File: config.mk
export PLATFORM = sky130hd
export DESIGN_NAME = format_string_to_ascii_stream_core_flat
export DESIGN_NICKNAME = d
export VERILOG_FILES = /design/src/rtl/fsc_pkg.sv /design/src/rtl/fsc_if.sv /design/src/rtl/fsc_digit_unit.sv /design/src/rtl/format_string_to_ascii_stream_core.sv /design/src/flat_wrapper.sv
export VERILOG_INCLUDE_DIRS = /design/src /design/src/rtl
export SDC_FILE = /design/constraint.sdc
export NUM_CORES = 1
export LEC_CHECK = 0
export BUFFER_PORTS_ARGS = -buffer_cell sky130_fd_sc_hd__buf_4
export CORE_MARGIN = 2
export CORE_UTILIZATION = 57
export CTS_CLUSTER_SIZE = 40
export DETAILED_ROUTE_END_ITERATION = 8
export GPL_TIMING_DRIVEN = 0
export HOLD_SLACK_MARGIN = 0.02
export PLACE_DENSITY_LB_ADDON = 0.05
export RECOVER_POWER = 50
export SYNTH_ARGS = -nofsm -noshare
export SYNTH_HDL_FRONTEND = slang
export SYNTH_SLANG_ARGS = --single-unit
File: constraint.sdc
create_clock -name clk -period 10 [get_ports clk]
set_clock_uncertainty 0.2 [all_clocks]
set_input_delay 0.5 -clock clk [delete_from_list [all_inputs] [get_ports clk]]
set_output_delay 0.5 -clock clk [all_outputs]
set_load 0.01 [all_outputs]
File: src/rtl/format_string_to_ascii_stream_core_defines.svh
// ----------------------------------------------------------------------------
// format_string_to_ascii_stream_core_defines
// Assertion macros used by the format streamer core.
// ----------------------------------------------------------------------------
`ifndef FORMAT_STRING_TO_ASCII_STREAM_CORE_DEFINES_SVH
`define FORMAT_STRING_TO_ASCII_STREAM_CORE_DEFINES_SVH

// Check a property on every clock edge outside reset
`define FSC_ASSERT(lbl, prop, msg) \
  lbl: assert property (@(posedge clk) disable iff (!rst_n) (prop)) else $error(msg);

// Check a property on every clock edge, reset included
`define FSC_ASSERT_ALWAYS(lbl, prop, msg) \
  lbl: assert property (@(posedge clk) (prop)) else $error(msg);

`endif

File: src/rtl/fsc_pkg.sv
// ----------------------------------------------------------------------------
// fsc_pkg
// Types, character codes and helpers for the format string streamer.
// ----------------------------------------------------------------------------
package fsc_pkg;

  localparam int ARG_W      = 64;
  localparam int CHAR_W     = 8;
  localparam int NUM_DIGITS = 20;
  localparam int DIG_W      = NUM_DIGITS * 4;
  localparam int BIT_CNT_W  = $clog2(ARG_W);
  localparam int DIG_CNT_W  = $clog2(NUM_DIGITS + 1);

  localparam logic [BIT_CNT_W-1:0] BIT_LAST   = BIT_CNT_W'(ARG_W - 1);
  localparam logic [DIG_CNT_W-1:0] DIG_FULL   = DIG_CNT_W'(NUM_DIGITS);
  localparam logic [DIG_CNT_W-1:0] DIG_ONE    = DIG_CNT_W'(1);
  localparam int                   HEX_PAD_W  = DIG_W - ARG_W;

  // Format characters
  localparam logic [CHAR_W-1:0] CH_PERCENT = 8'h25;
  localparam logic [CHAR_W-1:0] CH_LOW_D   = 8'h64;
  localparam logic [CHAR_W-1:0] CH_LOW_X   = 8'h78;
  localparam logic [CHAR_W-1:0] CH_UP_X    = 8'h58;
  localparam logic [CHAR_W-1:0] CH_LOW_C   = 8'h63;
  localparam logic [CHAR_W-1:0] CH_ZERO    = 8'h30;
  localparam logic [CHAR_W-1:0] CH_ALPHA   = 8'h37;  // 'A' minus ten

  typedef enum logic [1:0] {
    ST_IDLE,
    ST_DABBLE,
    ST_EMIT,
    ST_BYTE
  } state_t;

  typedef enum logic [2:0] {
    OP_HOLD,
    OP_LOAD_DEC,
    OP_LOAD_HEX,
    OP_DABBLE,
    OP_SHIFT
  } dig_op_t;

  typedef struct packed {
    dig_op_t op;
  } dig_ctrl_t;

  typedef struct packed {
    logic [3:0] top_digit;
  } dig_stat_t;

  // Map one digit 0..15 to its uppercase ASCII code
  function automatic logic [CHAR_W-1:0] digit_ascii(input logic [3:0] d);
    logic [CHAR_W-1:0] ext;
    ext = {4'b0, d};
    return (d < 4'd10) ? (CH_ZERO + ext) : (CH_ALPHA + ext);
  endfunction

endpackage

File: src/rtl/fsc_if.sv
// ----------------------------------------------------------------------------
// fsc_if
// Valid/ready channels for format beats and emitted characters.
// ----------------------------------------------------------------------------
interface fsc_in_if;
  logic                          valid;
  logic                          ready;
  logic [fsc_pkg::CHAR_W-1:0]    fmt_char;
  logic [fsc_pkg::ARG_W-1:0]     arg_value;

  modport source (output valid, output fmt_char, output arg_value, input ready);
  modport sink   (input valid, input fmt_char, input arg_value, output ready);
endinterface

interface fsc_out_if;
  logic                          valid;
  logic                          ready;
  logic [fsc_pkg::CHAR_W-1:0]    out_char;
  logic                          last;

  modport source (output valid, output out_char, output last, input ready);
  modport sink   (input valid, input out_char, input last, output ready);
endinterface

File: src/rtl/fsc_digit_unit.sv
// ----------------------------------------------------------------------------
// fsc_digit_unit
// Shared shift/add-3 unit: loads a hex argument as digits or converts binary
// to BCD one bit per cycle, and shifts digits out of the top, most significant first.
// ----------------------------------------------------------------------------
module fsc_digit_unit (
  input  logic                       clk,
  input  fsc_pkg::dig_ctrl_t         ctrl,
  input  logic [fsc_pkg::ARG_W-1:0]  arg,
  output fsc_pkg::dig_stat_t         stat
);

  logic [fsc_pkg::ARG_W-1:0] bin_r, bin_nxt;
  logic [fsc_pkg::DIG_W-1:0] bcd_r, bcd_nxt;
  logic [fsc_pkg::DIG_W-1:0] adj;

  // Add 3 to every digit of five or more before the shift
  always_comb begin
    for (int i = 0; i < fsc_pkg::NUM_DIGITS; i++) begin
      adj[i*4 +: 4] = (bcd_r[i*4 +: 4] >= 4'd5) ? (bcd_r[i*4 +: 4] + 4'd3)
                                                 : bcd_r[i*4 +: 4];
    end
  end

  // Select the operation
  always_comb begin
    bin_nxt = bin_r;
    bcd_nxt = bcd_r;
    case (ctrl.op)
      fsc_pkg::OP_LOAD_DEC: begin
        bin_nxt = arg;
        bcd_nxt = '0;
      end
      fsc_pkg::OP_LOAD_HEX: begin
        bcd_nxt = {{fsc_pkg::HEX_PAD_W{1'b0}}, arg};
      end
      fsc_pkg::OP_DABBLE: begin
        bcd_nxt = {adj[fsc_pkg::DIG_W-2:0], bin_r[fsc_pkg::ARG_W-1]};
        bin_nxt = {bin_r[fsc_pkg::ARG_W-2:0], 1'b0};
      end
      fsc_pkg::OP_SHIFT: begin
        bcd_nxt = {bcd_r[fsc_pkg::DIG_W-5:0], 4'b0};
      end
      default: begin
        bin_nxt = bin_r;
        bcd_nxt = bcd_r;
      end
    endcase
  end

  always_ff @(posedge clk) begin
    bin_r <= bin_nxt;
    bcd_r <= bcd_nxt;
  end

  assign stat.top_digit = bcd_r[fsc_pkg::DIG_W-1 -: 4];

endmodule

File: src/rtl/format_string_to_ascii_stream_core.sv
// ----------------------------------------------------------------------------
// format_string_to_ascii_stream_core
// Streams the ASCII output of a printf subset (%d, %x, %X, %c), one
// character per beat with a last flag on the final character of a run.
// ----------------------------------------------------------------------------
// Plain byte or %c: the beat is accepted, then the character is loaded into the output register once it is free.
// %x/%X: leading-zero skip plus emit, one digit per cycle while the output register is free.
// %d: shift/add-3 over every argument bit through the shared digit unit, then the %x/%X emit.
// Next beat is taken once the last character sits in the output register.
// Synchronous active-low reset clears the sequencer, pending flag, output valid.
// ----------------------------------------------------------------------------
`include "format_string_to_ascii_stream_core_defines.svh"

module format_string_to_ascii_stream_core (
  input  logic       clk,
  input  logic       rst_n,
  fsc_in_if.sink     in_bus,
  fsc_out_if.source  out_bus
);

  fsc_pkg::state_t                   state_r, state_nxt;
  logic                              pend_r, pend_nxt;
  logic                              started_r, started_nxt;
  logic [fsc_pkg::BIT_CNT_W-1:0]     bit_cnt_r, bit_cnt_nxt;
  logic [fsc_pkg::DIG_CNT_W-1:0]     dig_cnt_r, dig_cnt_nxt;
  logic [fsc_pkg::CHAR_W-1:0]        byte_r, byte_nxt;
  logic                              out_valid_r, out_valid_nxt;
  logic [fsc_pkg::CHAR_W-1:0]        out_char_r, out_char_nxt;
  logic                              out_last_r, out_last_nxt;
  logic                              slot_free;
  logic                              out_load;
  logic                              in_acc;
  fsc_pkg::dig_ctrl_t                dctrl;
  fsc_pkg::dig_stat_t                dstat;

  fsc_digit_unit u_digit (
    .clk  (clk),
    .ctrl (dctrl),
    .arg  (in_bus.arg_value),
    .stat (dstat)
  );

  assign in_bus.ready = (state_r == fsc_pkg::ST_IDLE);
  assign in_acc       = in_bus.valid && in_bus.ready;
  assign slot_free    = !out_valid_r || out_bus.ready;

  // Sequencer: decode a beat, run the digit unit, emit characters
  always_comb begin
    state_nxt    = state_r;
    pend_nxt     = pend_r;
    started_nxt  = started_r;
    bit_cnt_nxt  = bit_cnt_r;
    dig_cnt_nxt  = dig_cnt_r;
    byte_nxt     = byte_r;
    dctrl.op     = fsc_pkg::OP_HOLD;
    out_load     = 1'b0;
    out_char_nxt = out_char_r;
    out_last_nxt = out_last_r;
    case (state_r)
      fsc_pkg::ST_IDLE: begin
        if (in_acc) begin
          if (pend_r) begin
            pend_nxt = 1'b0;
            if (in_bus.fmt_char == fsc_pkg::CH_LOW_D) begin
              dctrl.op    = fsc_pkg::OP_LOAD_DEC;
              bit_cnt_nxt = '0;
              state_nxt   = fsc_pkg::ST_DABBLE;
            end else if (in_bus.fmt_char == fsc_pkg::CH_LOW_X ||
                         in_bus.fmt_char == fsc_pkg::CH_UP_X) begin
              dctrl.op    = fsc_pkg::OP_LOAD_HEX;
              dig_cnt_nxt = fsc_pkg::DIG_FULL;
              started_nxt = 1'b0;
              state_nxt   = fsc_pkg::ST_EMIT;
            end else if (in_bus.fmt_char == fsc_pkg::CH_LOW_C) begin
              byte_nxt  = in_bus.arg_value[fsc_pkg::CHAR_W-1:0];
              state_nxt = fsc_pkg::ST_BYTE;
            end
          end else if (in_bus.fmt_char == fsc_pkg::CH_PERCENT) begin
            pend_nxt = 1'b1;
          end else begin
            byte_nxt  = in_bus.fmt_char;
            state_nxt = fsc_pkg::ST_BYTE;
          end
        end
      end
      fsc_pkg::ST_DABBLE: begin
        dctrl.op    = fsc_pkg::OP_DABBLE;
        bit_cnt_nxt = bit_cnt_r + 1'b1;
        if (bit_cnt_r == fsc_pkg::BIT_LAST) begin
          dig_cnt_nxt = fsc_pkg::DIG_FULL;
          started_nxt = 1'b0;
          state_nxt   = fsc_pkg::ST_EMIT;
        end
      end
      fsc_pkg::ST_EMIT: begin
        if (!started_r && dstat.top_digit == 4'd0 && dig_cnt_r != fsc_pkg::DIG_ONE) begin
          // drop a leading zero
          dctrl.op    = fsc_pkg::OP_SHIFT;
          dig_cnt_nxt = dig_cnt_r - 1'b1;
        end else if (slot_free) begin
          dctrl.op     = fsc_pkg::OP_SHIFT;
          out_load     = 1'b1;
          out_char_nxt = fsc_pkg::digit_ascii(dstat.top_digit);
          out_last_nxt = (dig_cnt_r == fsc_pkg::DIG_ONE);
          started_nxt  = 1'b1;
          dig_cnt_nxt  = dig_cnt_r - 1'b1;
          if (dig_cnt_r == fsc_pkg::DIG_ONE) begin
            state_nxt = fsc_pkg::ST_IDLE;
          end
        end
      end
      fsc_pkg::ST_BYTE: begin
        if (slot_free) begin
          out_load     = 1'b1;
          out_char_nxt = byte_r;
          out_last_nxt = 1'b1;
          state_nxt    = fsc_pkg::ST_IDLE;
        end
      end
      default: begin
        state_nxt = fsc_pkg::ST_IDLE;
      end
    endcase
  end

  // Output register valid: set on load, clear once taken
  always_comb begin
    if (out_load) begin
      out_valid_nxt = 1'b1;
    end else if (out_bus.ready) begin
      out_valid_nxt = 1'b0;
    end else begin
      out_valid_nxt = out_valid_r;
    end
  end

  always_ff @(posedge clk) begin
    if (!rst_n) begin
      state_r     <= fsc_pkg::ST_IDLE;
      pend_r      <= 1'b0;
      started_r   <= 1'b0;
      bit_cnt_r   <= '0;
      dig_cnt_r   <= '0;
      out_valid_r <= 1'b0;
    end else begin
      state_r     <= state_nxt;
      pend_r      <= pend_nxt;
      started_r   <= started_nxt;
      bit_cnt_r   <= bit_cnt_nxt;
      dig_cnt_r   <= dig_cnt_nxt;
      out_valid_r <= out_valid_nxt;
    end
  end

  // Payload holds, no reset
  always_ff @(posedge clk) begin
    byte_r     <= byte_nxt;
    out_char_r <= out_char_nxt;
    out_last_r <= out_last_nxt;
  end

  assign out_bus.valid    = out_valid_r;
  assign out_bus.out_char = out_char_r;
  assign out_bus.last     = out_last_r;

  // Assertions
  `FSC_ASSERT(a_pct_arms, (in_acc && !pend_r && in_bus.fmt_char == fsc_pkg::CH_PERCENT) |=> (pend_r && state_r == fsc_pkg::ST_IDLE), "percent beat did not arm pending flag")
  `FSC_ASSERT(a_dig_cnt_range, dig_cnt_r <= fsc_pkg::DIG_FULL, "digit count beyond digit capacity")
  `FSC_ASSERT(a_last_ends_run, (out_load && out_last_nxt) |=> (state_r == fsc_pkg::ST_IDLE && out_valid_r), "last character did not end the run")
  `FSC_ASSERT(a_dabble_done, (state_r == fsc_pkg::ST_DABBLE && bit_cnt_r == fsc_pkg::BIT_LAST) |=> (state_r == fsc_pkg::ST_EMIT && dig_cnt_r == fsc_pkg::DIG_FULL), "conversion did not hand over to emit")

endmodule
File: src/flat_wrapper.sv
// flat-port wrapper written by rule: the top's interface ports become plain ports
module format_string_to_ascii_stream_core_flat 
  (clk, rst_n, in_bus_valid, in_bus_fmt_char, in_bus_arg_value, in_bus_ready, out_bus_valid, out_bus_out_char, out_bus_last, out_bus_ready);
  fsc_in_if in_bus_i ();
  fsc_out_if out_bus_i ();
  input  logic clk;
  input  logic rst_n;
  input wire logic [$bits(in_bus_i.valid)-1:0] in_bus_valid;
  input wire logic [$bits(in_bus_i.fmt_char)-1:0] in_bus_fmt_char;
  input wire logic [$bits(in_bus_i.arg_value)-1:0] in_bus_arg_value;
  output wire logic [$bits(in_bus_i.ready)-1:0] in_bus_ready;
  output wire logic [$bits(out_bus_i.valid)-1:0] out_bus_valid;
  output wire logic [$bits(out_bus_i.out_char)-1:0] out_bus_out_char;
  output wire logic [$bits(out_bus_i.last)-1:0] out_bus_last;
  input wire logic [$bits(out_bus_i.ready)-1:0] out_bus_ready;
  assign in_bus_i.valid = in_bus_valid;
  assign in_bus_i.fmt_char = in_bus_fmt_char;
  assign in_bus_i.arg_value = in_bus_arg_value;
  assign in_bus_ready = in_bus_i.ready;
  assign out_bus_valid = out_bus_i.valid;
  assign out_bus_out_char = out_bus_i.out_char;
  assign out_bus_last = out_bus_i.last;
  assign out_bus_i.ready = out_bus_ready;
  format_string_to_ascii_stream_core u_core (.clk(clk), .rst_n(rst_n), .in_bus(in_bus_i), .out_bus(out_bus_i));
endmodule
**Yosys cells after proc, flatten, opt, wreduce, memory -nomap -nowiden**

Cells that the tools add are included.
Widths: inputs -> output; s select.

- Register bits: 177
- Bits of input ports: 76
- Output and inout bits: 11
- Logic and storage cells: 191

- Add/subtract/negate cells: 24
- Order comparisons: 21
- Equal/unequal tests: 32
- Multiplexer cells: 81
- Reductions and logical operators: 22

Operators with widths:

| cell | count |
|---|---|
| $pmux 80 s4 | 1 |
| $pmux 64 s2 | 1 |
| $ge 4x3->1 const B | 20 |
| $add 4x2->4 const B | 19 |
| $mux 4 | 19 |
| $mux 8 | 9 |
| $mux 5 | 7 |
| $eq 8x7->1 const B | 4 |
| $mux 2 | 12 |
| $mux 3 | 6 |
| $mux 6 | 3 |
| $ne 2x2->1 const B | 9 |
| $pmux 8 s2 | 1 |
| $reduce_and 8->1 | 2 |
| $mux 1 | 15 |
| $pmux 5 s3 | 1 |
| $add 6x4->7 const A | 2 |
| $pmux 6 s2 | 1 |
| $ne 2x1->1 const B | 5 |
| $pmux 3 s3 | 1 |
| $eq 8x6->1 const B | 1 |
| $pmux 2 s4 | 1 |
| $reduce_and 4->1 | 2 |
| $reduce_bool 2->1 | 4 |
| other kinds (27) | 34 |

**Logic depth before layout (Yosys ltp)**

- Depth in word-level cells: 9
- Depth in mapped cells: 8
- Gate-level depth less buffers: 6

**Hierarchy**

A second synthesis with hierarchy kept.

- Cell total of the unflattened synthesis: 892
- Area total of the unflattened synthesis: 10159.7 um2

Modules (own cells, without submodules):

| module | instances | cells an instance | area an instance (um2) | seq. area each (um2) |
|---|---|---|---|---|
| fsc_digit_unit | 1 | 709 | 8316.7 | 4324.1 |
| format_string_to_ascii_stream_core | 1 | 183 | 1843.0 | 830.8 |

**Worst setup path after synthesis**

Ideal clock, no wire load.

- Path type: in2reg
- Start: input in_bus_fmt_char[3]
- End: register u_core.u_digit.bcd_r[0] in the netlist's numbering, enable pin
- Setup time: 442 ps
- Data arrival time: 4444 ps
- Required time: 9358 ps
- Path slack: 4914 ps
- Cell stages on the path: 4
- Path buffers: 0
- Cells stage by stage: nor4bb_1 > nand4_1 > nand2_1 > or3_1

- Cells in the longest elaborated chain, start to end: 9
- Elaborated cells on any way between the ends: 14
- Classes of those cells: eq/ne: 7; mux: 5; reduce/logical: 2

RTL lines:

| what | RTL line | RTL |
|---|---|---|
| from (decl) | flat_wrapper.sv:9 | `input wire logic [$bits(in_bus_i.fmt_char)-1:0] in_bus_fmt_char;` |
| $eq 8x7->1, on equally long branches | format_string_to_ascii_stream_core.sv:68, format_string_to_ascii_stream_core.sv:69 |  |
| $logic_or 1x1->1 | format_string_to_ascii_stream_core.sv:68 | `end else if (in_bus.fmt_char == fsc_pkg::CH_LOW_X \|\|` |
| $mux 2 | format_string_to_ascii_stream_core.sv:68 |  |
| $mux 3 (*) | format_string_to_ascii_stream_core.sv:64 | `if (in_bus.fmt_char == fsc_pkg::CH_LOW_D) begin` |
| $mux 3 (*) | format_string_to_ascii_stream_core.sv:62 | `if (pend_r) begin` |
| $mux 3 (*) | format_string_to_ascii_stream_core.sv:61 | `if (in_acc) begin` |
| $pmux 3 s3 (*) | format_string_to_ascii_stream_core.sv:59 | `case (state_r)` |
| $eq 3x3->1 (tied with other cells) | fsc_digit_unit.sv:29 | `case (ctrl.op)` |
| $reduce_bool 4->1 (no line) (*) | n/a |  |
| to (signal assigned) | fsc_digit_unit.sv:53 | `bcd_r <= bcd_nxt;` |
| to (decl) | fsc_digit_unit.sv:14 | `logic [fsc_pkg::DIG_W-1:0] bcd_r, bcd_nxt;` |

Every way passes the cells marked *; elsewhere a longest branch is shown, timed or not.
A chain may end at the register's enable or synchronous reset.

**Final worst setup path**

- Start: register u_core.u_digit.bcd_r[77] in the netlist's numbering
- End: register u_core.u_digit.bcd_r[45] in the netlist's numbering, enable pin

- Cells in the longest elaborated chain, start to end: 7
- Elaborated cells on any way between the ends: 10
- Classes of those cells: eq/ne: 4; mux: 2; reduce/logical: 4

RTL lines:

| what | RTL line | RTL |
|---|---|---|
| $logic_not 4->1 (*) | format_string_to_ascii_stream_core.sv:96 | `if (!started_r && dstat.top_digit == 4'd0 && dig_cnt_r != fsc_pkg::DIG_ONE) begin` |
| $logic_and 1x1->1 (*) (2 in a row) | format_string_to_ascii_stream_core.sv:96 |  |
| $mux 3 (*) | format_string_to_ascii_stream_core.sv:96 |  |
| $pmux 3 s3 (*) | format_string_to_ascii_stream_core.sv:59 |  |
| $eq 3x3->1 (tied with other cells) | fsc_digit_unit.sv:29 |  |
| $reduce_bool 4->1 (no line) (*) | n/a |  |

Marked as above.

==> impl_results.html <==
<table>
<tr><th>Metric</th><th>Value</th></tr>
<tr><th colspan="2">Timing</th></tr>
<tr><td>Final worst path period share</td><td>36.6%</td></tr>
<tr><td>Worst Slack Setup Final</td><td>around 6.3 ns</td></tr>
<tr><td>Setup repair after global routing missed its margin</td><td>false</td></tr>
<tr><td>Hold Fails Final Rpt</td><td>0</td></tr>
<tr><td>Worst hold margin</td><td>roughly 0.15 ns</td></tr>
<tr><td>Fmax</td><td>between 200 and 300 MHz</td></tr>
<tr><td>Final setup violating endpoints</td><td>0</td></tr>
<tr><td>Relative max-transition margin</td><td>around 27%</td></tr>
<tr><td>Post-route minimum period</td><td>between 3 and 4 ns</td></tr>
<tr><td>Slew of the pin with the lowest slew margin</td><td>1.08 ns</td></tr>
<tr><td>Slew Limit Fails</td><td>0</td></tr>
<tr><td>Setup TNS</td><td>0 ns</td></tr>
<tr><th colspan="2">Global route</th></tr>
<tr><td>Via count of the first global-routing pass</td><td>between 7,000 and 8,000</td></tr>
<tr><td>Overall routing resource usage</td><td>27.5%</td></tr>
<tr><td>Pin count of the biggest net entering global routing</td><td>66</td></tr>
<tr><td>Number of antenna violations at the first check in global routing</td><td>0</td></tr>
<tr><td>First-pass GRT wire length</td><td>between 30,000 and 40,000 um</td></tr>
<tr><td>Final global-route overflow total</td><td>0</td></tr>
<tr><th colspan="2">Place</th></tr>
<tr><td>Placed wire-length estimate after detailed placement</td><td>~17,000 um</td></tr>
<tr><td>Count of port buffers added during placement</td><td>86</td></tr>
<tr><td>Routability congestion estimate</td><td>~0.86</td></tr>
<tr><td>Placement Setup Slack</td><td>~6.1 ns</td></tr>
<tr><th colspan="2">CTS</th></tr>
<tr><td>Clock-pin slew of the registers on the worst-case setup and hold paths</td><td>around 0.06 ns</td></tr>
<tr><td>Maximum buffer depth of the clock tree</td><td>2</td></tr>
<tr><td>H-tree levels</td><td>4</td></tr>
<tr><td>Library cell used as clock root buffer</td><td>sky130_fd_sc_hd__clkbuf_16</td></tr>
<tr><td>Number of clock sinks seen by CTS</td><td>approximately 180</td></tr>
<tr><td>Cts-stage hold buffer count</td><td>0</td></tr>
<tr><td>Post-CTS repair timing setup buffer count</td><td>0</td></tr>
<tr><td>TritonCTS clock tree</td><td>built</td></tr>
<tr><td>Resized Gates After CTS</td><td>0</td></tr>
<tr><td>Clock buffers created by TritonCTS</td><td>17</td></tr>
<tr><td>Clock insertion delay at the later pin of the skew report</td><td>approximately 0.43 ns</td></tr>
<tr><th colspan="2">Synth</th></tr>
<tr><td>Post-Synthesis Net Count</td><td>around 1,100</td></tr>
<tr><td>Flip-flop and latch count after synthesis</td><td>~180</td></tr>
<tr><td>Share of the yosys chip area belonging to registers</td><td>between 50% and 60%</td></tr>
<tr><td>Number of synthesized flops with an enable pin</td><td>between 150 and 200</td></tr>
<tr><td>Cells after Synth</td><td>960</td></tr>
<tr><td>Ys flop type</td><td>sky130_fd_sc_hd__edfxtp_1</td></tr>
<tr><td>Warnings from Yosys</td><td>0</td></tr>
<tr><td>Synthesized cell area</td><td>just under 10,000 um2</td></tr>
<tr><td>Cell type with the largest total area after synthesis</td><td>sky130_fd_sc_hd__edfxtp_1</td></tr>
<tr><td>Synth top area share</td><td>between 40 and 50%</td></tr>
<tr><td>Count of distinct cell types in the synthesized netlist</td><td>between 60 and 70</td></tr>
<tr><td>Largest cells by area after synthesis</td><td>sky130_fd_sc_hd__edfxtp_1 (49%), sky130_fd_sc_hd__nand2_1 (9.5%), sky130_fd_sc_hd__ha_1 (5.6%)</td></tr>
<tr><td>Synthesized area per cell</td><td>10.3 um2</td></tr>
<tr><td>Async set or reset register ratio after synthesis</td><td>0%</td></tr>
<tr><th colspan="2">Critical path</th></tr>
<tr><td>Worst path cell trace</td><td>inv_1 -&gt; ha_1 -&gt; nor4b_1 -&gt; a21oi_4 -&gt; nor2_1 -&gt; or3_4 -&gt; buf_16</td></tr>
<tr><td>Cell type of the slowest stage on the worst timing path</td><td>sky130_fd_sc_hd__nor2_1</td></tr>
<tr><td>Setup CP Type</td><td>reg2reg</td></tr>
<tr><td>Delay contributed by the slowest stage of the critical path</td><td>0.63 ns</td></tr>
<tr><td>Worst path bufs/invs</td><td>2</td></tr>
<tr><td>Worst Path Arrival</td><td>3.56 ns</td></tr>
<tr><td>Highest net fanout along the worst path</td><td>46</td></tr>
<tr><td>Critical path required time</td><td>~10 ns</td></tr>
<tr><td>Kind of capture point of the worst setup path</td><td>register</td></tr>
<tr><td>Category of the worst setup path launch point</td><td>register</td></tr>
<tr><td>Top delay family on crit path</td><td>simple AND/OR/NAND/NOR gates</td></tr>
<tr><th colspan="2">Power and ir drop</th></tr>
<tr><td>Part of the total power dissipated in the clock network</td><td>between 30% and 40%</td></tr>
<tr><td>Max IR drop VDD</td><td>0.127 mV</td></tr>
<tr><td>Combinational cell fraction of total power</td><td>around 22%</td></tr>
<tr><td>Power density over the cells</td><td>197 nW/um2</td></tr>
<tr><td>Fraction of power spent switching nets</td><td>~30%</td></tr>
<tr><td>Net switching power</td><td>around 670 uW</td></tr>
<tr><td>Int Power</td><td>~1.6 mW</td></tr>
<tr><td>Sequential share of power</td><td>46.6%</td></tr>
<tr><td>Static leakage</td><td>between 4 and 5 nW</td></tr>
<tr><th colspan="2">Drt</th></tr>
<tr><td>Routed Antenna Nets</td><td>0</td></tr>
<tr><td>Overall routed net length</td><td>between 20,000 and 25,000 um</td></tr>
<tr><td>DR iter-0 viols</td><td>around 700</td></tr>
<tr><td>DRC violations left</td><td>0</td></tr>
<tr><td>Post-detailed-route via-to-cell ratio</td><td>around 6</td></tr>
<tr><td>Vias after detailed routing</td><td>approximately 7,700</td></tr>
<tr><td>Routed length per placed instance</td><td>approximately 19 um</td></tr>
<tr><td>Number of optimization iterations in the first detailed-route pass</td><td>8</td></tr>
<tr><th colspan="2">Job</th></tr>
<tr><td>Max cap viols</td><td>0</td></tr>
<tr><th colspan="2">Outcome</th></tr>
<tr><td>Status</td><td>complete, no violations</td></tr>
<tr><th colspan="2">Finish</th></tr>
<tr><td>Layout cells sized above 1</td><td>13.1%</td></tr>
<tr><td>Final nets</td><td>~1,200</td></tr>
<tr><td>Area Growth Syn to Fin</td><td>14.9%</td></tr>
<tr><td>Antenna diode count</td><td>0</td></tr>
<tr><th colspan="2">Die</th></tr>
<tr><td>Starting density of the core</td><td>approximately 58%</td></tr>
<tr><td>Overall die height</td><td>roughly 140 um</td></tr>
<tr><td>Floorplan row count</td><td>48</td></tr>
<tr><td>CORE AREA</td><td>around 17,000 um2</td></tr>
<tr><td>Total die area</td><td>around 18,000 um2</td></tr>
<tr><td>Floorplan die width</td><td>roughly 140 um</td></tr>
<tr><td>Ports</td><td>87</td></tr>
<tr><th colspan="2">Hold path</th></tr>
<tr><td>Kind of path behind the tightest hold check</td><td>in2reg</td></tr>
</table>
per-stage QoR:
| step | total power [mW] | cells | cell area (um2) | util [%] |
|---|---|---|---|---|
| global placement | 1.55 | 1271 | 10800 | 63.3 |
| finish | 2.24 | 1303 | 11400 | 66.5 |
| floorplan | 1.39 | 960 | 9900 | - |
| CTS | 2.25 | 1303 | 11500 | 67.0 |
| global route | 2.34 | 1303 | 11400 | 66.5 |
| detailed placement | 1.56 | 1272 | 10900 | 63.5 |
layout by cell type (no fill, tap or decap), types with 5 or more instances in the layout:
cell                        instances
sky130_fd_sc_hd__clkbuf_1          51
sky130_fd_sc_hd__nand2b_1          24
sky130_fd_sc_hd__mux2i_1            5
sky130_fd_sc_hd__ha_1              44
sky130_fd_sc_hd__o21ai_0           43
sky130_fd_sc_hd__buf_2              5
sky130_fd_sc_hd__edfxtp_1         161
sky130_fd_sc_hd__inv_1             43
sky130_fd_sc_hd__a221o_1           45
sky130_fd_sc_hd__nand2_1          250
sky130_fd_sc_hd__dfxtp_1           16
sky130_fd_sc_hd__nor2_1            30
sky130_fd_sc_hd__nor3b_1            9
sky130_fd_sc_hd__buf_4             75
sky130_fd_sc_hd__or3b_2            15
sky130_fd_sc_hd__nor3_1             5
sky130_fd_sc_hd__a32oi_1           15
sky130_fd_sc_hd__clkbuf_16         17
sky130_fd_sc_hd__a22o_1            11
sky130_fd_sc_hd__a211oi_1          32
sky130_fd_sc_hd__a21oi_1           56
sky130_fd_sc_hd__a21o_1            16
sky130_fd_sc_hd__o2bb2ai_1          6
sky130_fd_sc_hd__xnor2_1           23
sky130_fd_sc_hd__nand3_1            6
sky130_fd_sc_hd__mux2_2            11
path summary, 6_finish.rpt:
path	cells past startpoint	from	end	slack [ns]
worst max-delay path	7	u_core.u_digit.bcd_r[77]$_DFFE_PP_	u_core.u_digit.bcd_r[45]$_DFFE_PP_	6.34
worst min-delay path	3	in_bus_arg_value[27]	u_core.u_digit.bin_r[27]$_DFFE_PP_	0.15
worst max register to register	7	u_core.u_digit.bcd_r[77]$_DFFE_PP_	u_core.u_digit.bcd_r[45]$_DFFE_PP_	6.34
worst min register to register	2	u_core.bit_cnt_r[1]$_SDFFE_PN0P_	u_core.bit_cnt_r[1]$_SDFFE_PN0P_	0.29
power by group through the flow:
| stage | clock network, mW | registers (mW) | logic [mW] |
|---|---|---|---|
| 3_3_place_gp | 0 | 1.06 | 0.484 |
| 5_1_grt | 0.724 | 1.06 | 0.561 |
| 2_1_floorplan | 0 | 1.03 | 0.357 |
| 6_report | 0.694 | 1.04 | 0.501 |
| 3_5_place_dp | 0 | 1.06 | 0.506 |
| 4_1_cts | 0.697 | 1.04 | 0.510 |
layout make-up:
| class | instances | area [um2] |
|---|---|---|
| Buffer | 46 | 179 |
| Multi-Input combinational cell | 693 | 4370 |
| Sequential cell | 177 | 5150 |
| Clock buffer | 18 | 429 |
| Tap cell | 225 | 282 |
| Fill cell | 1466 | 5740 |
| Inverter | 44 | 165 |
| Timing Repair Buffer | 87 | 632 |
| Clock inverter | 13 | 168 |
cell families after synthesis:
| group | Yosys count | synth area share (%) |
|---|---|---|
| AND/OR/NAND/NOR | 367 | 17.2 |
| AO/OA/AOI/OAI | 240 | 17.4 |
| flip-flops | 177 | 52.1 |
| adder cells (fa/ha/maj) | 44 | 5.56 |
| multiplexers | 16 | 1.76 |
| buffers and inverters | 90 | 3.70 |
| XOR/XNOR | 26 | 2.30 |
metal layers:
metal | wire, um | share of wire, % | global-route usage, %
met2 | 12400 | 50 | 47.6
met1 | 10200 | 41 | 35.3
met3 | 1680 | 6.8 | 5.52
met5 | 0 | 0 | 0
met4 | 459 | 1.9 | 7.70
synthesized netlist by cell type, types with 4 or more instances:
library cell and instances:
sky130_fd_sc_hd__xnor2_1 23, sky130_fd_sc_hd__nor2_1 29, sky130_fd_sc_hd__nand3_1 6, sky130_fd_sc_hd__ha_1 44, sky130_fd_sc_hd__nand2b_1 24, sky130_fd_sc_hd__nor3b_1 9, sky130_fd_sc_hd__clkbuf_1 22, sky130_fd_sc_hd__inv_1 43
sky130_fd_sc_hd__a32oi_1 15, sky130_fd_sc_hd__buf_1 8, sky130_fd_sc_hd__a21oi_1 56, sky130_fd_sc_hd__or3b_2 15, sky130_fd_sc_hd__buf_2 14, sky130_fd_sc_hd__a21o_1 16, sky130_fd_sc_hd__nand2_1 251, sky130_fd_sc_hd__dfxtp_1 16
sky130_fd_sc_hd__edfxtp_1 161, sky130_fd_sc_hd__o2bb2ai_1 6, sky130_fd_sc_hd__a22o_1 11, sky130_fd_sc_hd__mux2_2 11, sky130_fd_sc_hd__o21ai_0 43, sky130_fd_sc_hd__mux2i_1 5, sky130_fd_sc_hd__a211oi_1 32, sky130_fd_sc_hd__nor3_1 4
sky130_fd_sc_hd__a221o_1 45
worst register-to-register path: cells and delay by family, from the launching register on:
family | cells | cell delay (ns)
flops | 1 | 0.43
simple gates | 3 | 1.87
compound gates | 1 | 0.13
fa+ha+maj | 1 | 0.19
buf+inv | 2 | 0.50
registers in the layout (all words and copies together), names as in the netlist:
signal and count:
u_core.dig_cnt_r 5, u_core.out_bus.last 1, u_core.u_digit.bcd_r 80, u_core.started_r 1
u_core.bit_cnt_r 6, u_core.u_digit.bin_r 64, u_core.out_bus.out_char 8, u_core.state_r 2
u_core.pend_r 1, u_core.out_bus.valid 1, u_core.byte_r 8
No activity file was read; power rests on OpenSTA's default activity.
